File: config.mk
export PLATFORM = sky130hd
export DESIGN_NAME = c2d_ctrl
export DESIGN_NICKNAME = d
export VERILOG_FILES = /design/src/rtl/c2d_pkg.sv /design/src/rtl/c2d_ctrl.sv
export SDC_FILE = /design/constraint.sdc
export NUM_CORES = 1
export LEC_CHECK = 0
export BUFFER_PORTS_ARGS = -buffer_cell sky130_fd_sc_hd__buf_2
export CAP_MARGIN = 20
export CORE_AREA = 8 8 45 47
export DETAILED_ROUTE_END_ITERATION = 8
export DIE_AREA = 0 0 53 55
export GPL_TIMING_DRIVEN = 0
export SLEW_MARGIN = 10
export SYNTH_ARGS = -nofsm -noshare
export SYNTH_HDL_FRONTEND = slang
export SYNTH_SLANG_ARGS = --single-unit
File: constraint.sdc
create_clock -name clk -period 1 [get_ports clk]
set_input_delay 0.2 -clock clk [delete_from_list [all_inputs] [get_ports clk]]
set_output_delay 0.2 -clock clk [all_outputs]
set_load 0.05 [all_outputs]
File: src/rtl/c2d_pkg.sv
// ----------------------------------------------------------------------------
// c2d_pkg
// Shared types, codes and sizes of the 2-D convolution unit.
// ----------------------------------------------------------------------------
package c2d_pkg;

  // Store sizes
  localparam int MAX_IMAGE_ROWS  = 64;
  localparam int MAX_IMAGE_COLS  = 64;
  localparam int MAX_KERNEL_ROWS = 8;
  localparam int MAX_KERNEL_COLS = 8;

  localparam int IMG_ROW_W   = $clog2(MAX_IMAGE_ROWS);
  localparam int IMG_COL_W   = $clog2(MAX_IMAGE_COLS);
  localparam int KER_ROW_W   = $clog2(MAX_KERNEL_ROWS);
  localparam int KER_COL_W   = $clog2(MAX_KERNEL_COLS);
  localparam int IMG_ADDR_W  = IMG_ROW_W + IMG_COL_W;
  localparam int KER_ADDR_W  = KER_ROW_W + KER_COL_W;
  localparam int IMG_DEPTH   = MAX_IMAGE_ROWS * MAX_IMAGE_COLS;
  localparam int KER_DEPTH   = MAX_KERNEL_ROWS * MAX_KERNEL_COLS;

  // Datapath widths
  localparam int SAMPLE_W = 16;
  localparam int PROD_W   = 2 * SAMPLE_W;
  localparam int RESULT_W = 32;
  localparam int ACC_W    = PROD_W + KER_ROW_W + KER_COL_W + 1;
  localparam int CFG_W    = 7;
  localparam int CFG_IDX_W = 3;

  // Item modes
  localparam logic [1:0] MODE_KERNEL  = 2'd0;
  localparam logic [1:0] MODE_IMAGE   = 2'd1;
  localparam logic [1:0] MODE_REQUEST = 2'd2;

  // Register indexes
  localparam logic [CFG_IDX_W-1:0] REG_IMAGE_ROWS  = 3'd0;
  localparam logic [CFG_IDX_W-1:0] REG_IMAGE_COLS  = 3'd1;
  localparam logic [CFG_IDX_W-1:0] REG_KERNEL_ROWS = 3'd2;
  localparam logic [CFG_IDX_W-1:0] REG_KERNEL_COLS = 3'd3;
  localparam logic [CFG_IDX_W-1:0] REG_SAME_SIZE   = 3'd4;
  localparam logic [CFG_IDX_W-1:0] REG_CORRELATE   = 3'd5;

  typedef struct packed {
    logic [1:0]                 mode;
    logic [6:0]                 row_index;
    logic [6:0]                 col_index;
    logic signed [SAMPLE_W-1:0] sample;
  } in_word_t;

  typedef struct packed {
    logic signed [RESULT_W-1:0] result_value;
    logic                       out_of_range;
  } out_word_t;

  // Sizes in use, already clamped to their legal ranges
  typedef struct packed {
    logic [6:0] image_rows;
    logic [6:0] image_cols;
    logic [3:0] kernel_rows;
    logic [3:0] kernel_cols;
    logic       same_size;
    logic       correlate;
  } cfg_t;

  typedef struct packed {
    logic wr_kernel;
    logic wr_image;
    logic start;
    logic setup;
    logic step;
    logic emit;
  } cmd_t;

  typedef struct packed {
    logic oor;
    logic last_tap;
    logic out_busy;
  } sts_t;

  typedef enum logic [2:0] {
    ST_IDLE,
    ST_SETUP,
    ST_RUN,
    ST_DRAIN1,
    ST_DRAIN2,
    ST_FINISH
  } state_t;

  // Zero acts as one, anything above the maximum acts as the maximum
  function automatic logic [6:0] clamp_size(input logic [6:0] v, input logic [6:0] maxv);
    logic [6:0] r;
    r = v;
    if (v == 7'd0) r = 7'd1;
    else if (v > maxv) r = maxv;
    return r;
  endfunction

endpackage

File: src/rtl/c2d_ctrl.sv
// ----------------------------------------------------------------------------
// c2d_ctrl
// Sequencer: takes input words, runs the tap walk of a request through the
// datapath, drains the multiply-accumulate pipe and hands off the result.
// ----------------------------------------------------------------------------
module c2d_ctrl (
  input  logic          clk,
  input  logic          rst,
  input  logic          in_valid,
  input  logic [1:0]    in_mode,
  output logic          in_ready,
  input  c2d_pkg::sts_t sts,
  output c2d_pkg::cmd_t cmd
);
  import c2d_pkg::*;

  state_t state;
  state_t state_next;

  // State register
  always_ff @(posedge clk) begin
    if (rst) begin
      state <= ST_IDLE;
    end else begin
      state <= state_next;
    end
  end

  // Next state and commands
  always_comb begin
    state_next = state;
    in_ready   = 1'b0;
    cmd        = '0;
    case (state)
      ST_IDLE: begin
        in_ready      = 1'b1;
        cmd.wr_kernel = in_valid && (in_mode == MODE_KERNEL);
        cmd.wr_image  = in_valid && (in_mode == MODE_IMAGE);
        cmd.start     = in_valid && (in_mode == MODE_REQUEST);
        if (cmd.start) state_next = ST_SETUP;
      end
      ST_SETUP: begin
        cmd.setup = 1'b1;
        if (sts.oor) state_next = ST_FINISH;
        else state_next = ST_RUN;
      end
      ST_RUN: begin
        cmd.step = 1'b1;
        if (sts.last_tap) state_next = ST_DRAIN1;
      end
      ST_DRAIN1: begin
        state_next = ST_DRAIN2;
      end
      ST_DRAIN2: begin
        state_next = ST_FINISH;
      end
      ST_FINISH: begin
        // hold until the output register is free
        if (!sts.out_busy) begin
          cmd.emit   = 1'b1;
          state_next = ST_IDLE;
        end
      end
      default: begin
        state_next = ST_IDLE;
      end
    endcase
  end

  a_req_blocks: assert property (@(posedge clk) disable iff (rst)
    in_valid && in_ready && (in_mode == MODE_REQUEST) |=> !in_ready)
    else $error("input taken while a request is in progress");

  a_oor_skips: assert property (@(posedge clk) disable iff (rst)
    (state == ST_SETUP) && sts.oor |=> state == ST_FINISH)
    else $error("out-of-range request walked the taps");

  a_run_closed: assert property (@(posedge clk) disable iff (rst)
    cmd.step |-> !in_ready && !cmd.emit)
    else $error("tap walk overlaps input or result handoff");

endmodule

==> results.json <==
{
  "status": "finished with violations",
  "violations": "setup timing",
  "post_route_cells_drive_above_1_share_pct": 86.4,
  "numPortBuffers": 14,
  "p_per_area_nw_per_um2": 3120,
  "cts-buffers-inserted": 3,
  "worstPathCellList": "buf_6 > nor2_4 > nand3_4 > nor2_4 > buf_8",
  "instances_no_fill": 75,
  "num_vias": 323,
  "largest_register": "state",
  "fin_setup_tns_ns": -2.45,
  "routed_wl_um": 889,
  "cts.clk_slew.worst_paths_ns": 0.04,
  "hold-worst-slack_ns": 0.175,
  "min_period_ns": 1.36,
  "yosys_warnings": 0,
  "place.gp.congestion": 0.692,
  "grt_max_degree": 9,
  "clk_path_buf_depth": 2,
  "reg_top3": "state: 3 flops",
  "rr_startpoint": "state[1]$_SDFFE_PP0P_",
  "syn_nets": 40,
  "grt_pass1_wl_um": 1410,
  "setup-violations-final": 8,
  "setup_ws_ns": -0.361,
  "netlist_area_um2": 238,
  "hold_viol": 0,
  "clk_latency_ns": 0.23,
  "path_depth": 5,
  "overflow": 0,
  "yosys-top-cells-count": "8 x nor2_1, 4 x nor3_1, 3 x dfxtp_1",
  "numPlacedInstances": 62,
  "antenna_cells": 0,
  "required_ns": 0.80,
  "cp-start-kind": "register",
  "r2r_end": "state[0]$_SDFFE_PP0P_",
  "cts_tree": "yes",
  "synthDistinctLibCells": 17,
  "nets": 68,
  "io_pins": 15,
  "p_leak_nw": 0.266,
  "wl_per_cell_um": 11.9,
  "worstMarginPinSlew_ns": 0.253,
  "synth.avg_cell_area_um2": 7.43,
  "slew_headroom_pct": 83.0,
  "crit_arrival_ns": 1.16,
  "rsz0062_at_grt": "true",
  "r2r_setup_slack_ns": -0.10,
  "cp.buffers_inverters": 2,
  "crit_path_max_incr_delay_ns": 0.31,
  "path_common_cell": "nor2_4",
  "clock_sink_count": 3,
  "dieArea_um2": 2920,
  "rr_worst_depth": 4,
  "dr.pass1.iters": 1,
  "yosysSeqAreaShare_pct": 25.3,
  "syn_inst": 32,
  "largest_reg_flops": 3,
  "postCtsHoldBufs": 0,
  "cap_violations": 0,
  "fin_crit_sh_pct": 136,
  "fmax_ghz": 0.735,
  "crit_type": "reg -> out",
  "postPlaceCellArea_um2": 438,
  "async_reset_ff_share_pct": 0,
  "finalPower_mw": 1.98,
  "drt_iter0_markers": 0,
  "critPathCaptureType": "output port",
  "rows": 14,
  "die_h_um": 55,
  "synth_seq_cells": 3,
  "coreArea_um2": 1380,
  "netlist.area_leader.share_pct": 25.3,
  "root_buffer": "clkbuf_4",
  "viasPerCell": 4.31,
  "fin_skew_ns": 0.000643,
  "yosysTopAreaCell": "dfxtp_1",
  "final_area_um2": 636,
  "yosysMostFrequentCell": "nor2_1",
  "grt_pass1_vias": 317,
  "ant_nets": 0,
  "cpMaxStageDelayCell": "dfxtp_2",
  "htree_num_levels": 1,
  "syn2layout_area_growth_pct": 167,
  "synth_ff_type": "dfxtp_1",
  "setup.worst_path.end": "cmd[5]",
  "initial_utilization_pct": 17.2,
  "crit_fanout": 4,
  "die_w_um": 53,
  "hp-class": "in -> reg",
  "cp_top_family": "simple AND/OR/NAND/NOR gates",
  "grt_antenna_before_repair": 0,
  "grt.total_usage_pct": 6.72,
  "finalMaxSlewViolations": 0,
  "synthTopCellsByArea": "dfxtp_1 25%, nor2_1 13%, nor3_1 8.4%",
  "route.detailed.drc": 0,
  "max-vdd-ir-drop_v": 0.00124,
  "synth-edff-count": 0,
  "cp-startpoint": "state[2]$_SDFFE_PP0P_"
}
power by group:
part	internal [mW]	leakage, nW	switching [mW]
combinational	0.752	0.226	0.803
sequential	0.180	0.0258	0.0355
clock	0.149	0.0150	0.0614
worst register-to-register path: cells and delay by family (launching register included):
family	cells	cell delay [ns]
compound gates	2	0.42
flops	1	0.32
buf+inv	2	0.26
logic make-up (layout without fill, tap and decap cells):
logic type             Yosys count  in the layout  synth area share (%)
flip-flops                       3              3                  25.3
buffers and inverters            5             32                  13.2
AO/OA/AOI/OAI                    6              6                  23.7
multiplexers                     1              1                  4.21
AND/OR/NAND/NOR                 17             17                  33.7
cells in the final DEF (no fill, tap or decap), drive strengths merged:
| cell | netlist | layout |
|---|---|---|
| inv | 2 | 2 |
| clkbuf | 0 | 4 |
| mux2i | 1 | 1 |
| nand3 | 2 | 2 |
| buf | 3 | 26 |
| dfxtp | 3 | 3 |
| a21oi | 2 | 2 |
| nand2b | 1 | 1 |
| a221oi | 1 | 1 |
| a211oi | 1 | 1 |
| and2 | 1 | 1 |
| o21ai | 1 | 1 |
| nor3 | 4 | 4 |
| o21bai | 1 | 1 |
| nor3b | 1 | 1 |
| nor2 | 8 | 8 |
worst min path at each step:
stage | from | to | slack, ns | cells past startpoint
after global placement | rst | state[1]$_SDFFE_PP0P_ | 0.40 | 2
after floorplan | rst | state[1]$_SDFFE_PP0P_ | 0.27 | 1
after detailed placement | rst | state[1]$_SDFFE_PP0P_ | 0.40 | 2
after global routing | rst | state[1]$_SDFFE_PP0P_ | 0.16 | 2
after CTS | rst | state[1]$_SDFFE_PP0P_ | 0.16 | 2
final | rst | state[1]$_SDFFE_PP0P_ | 0.18 | 2
cell type report:
cell class | count | area (um2)
plain buffers | 3 | 46.3
clock buffers | 4 | 26.3
fillers | 138 | 748
inverters | 2 | 10.0
multi-input cells | 24 | 259
flip-flops and latches | 3 | 63.8
well taps | 16 | 20.0
repair buffers | 23 | 210
metal layers:
| layer | track usage (%) | vias up | routed length, um |
|---|---|---|---|
| met4 | 3.88 | 0 | 0 |
| met5 | 0 | - | 0 |
| met1 | 6.24 | 149 | 311 |
| met2 | 11.1 | 9 | 491 |
| li1 | - | 165 | - |
| met3 | 4.28 | 0 | 86 |
stage by stage:
stage | utilization [%] | setup slack [ns]
2_1_floorplan | - | -0.182
3_3_place_gp | 31.6 | -0.277
3_5_place_dp | 31.6 | -0.281
4_1_cts | 42.0 | -0.407
5_1_grt | 45.9 | -0.414
6_report | 45.9 | -0.361
what timing repair did:
action                     4_1_cts  5_1_grt
gates cloned                     1        0
buffers inserted                 5        3
pin swaps                        8        7
gates resized for setup         21        6
setup endpoints to repair        7       10
Note: power is estimated with default switching activity, not from simulation.
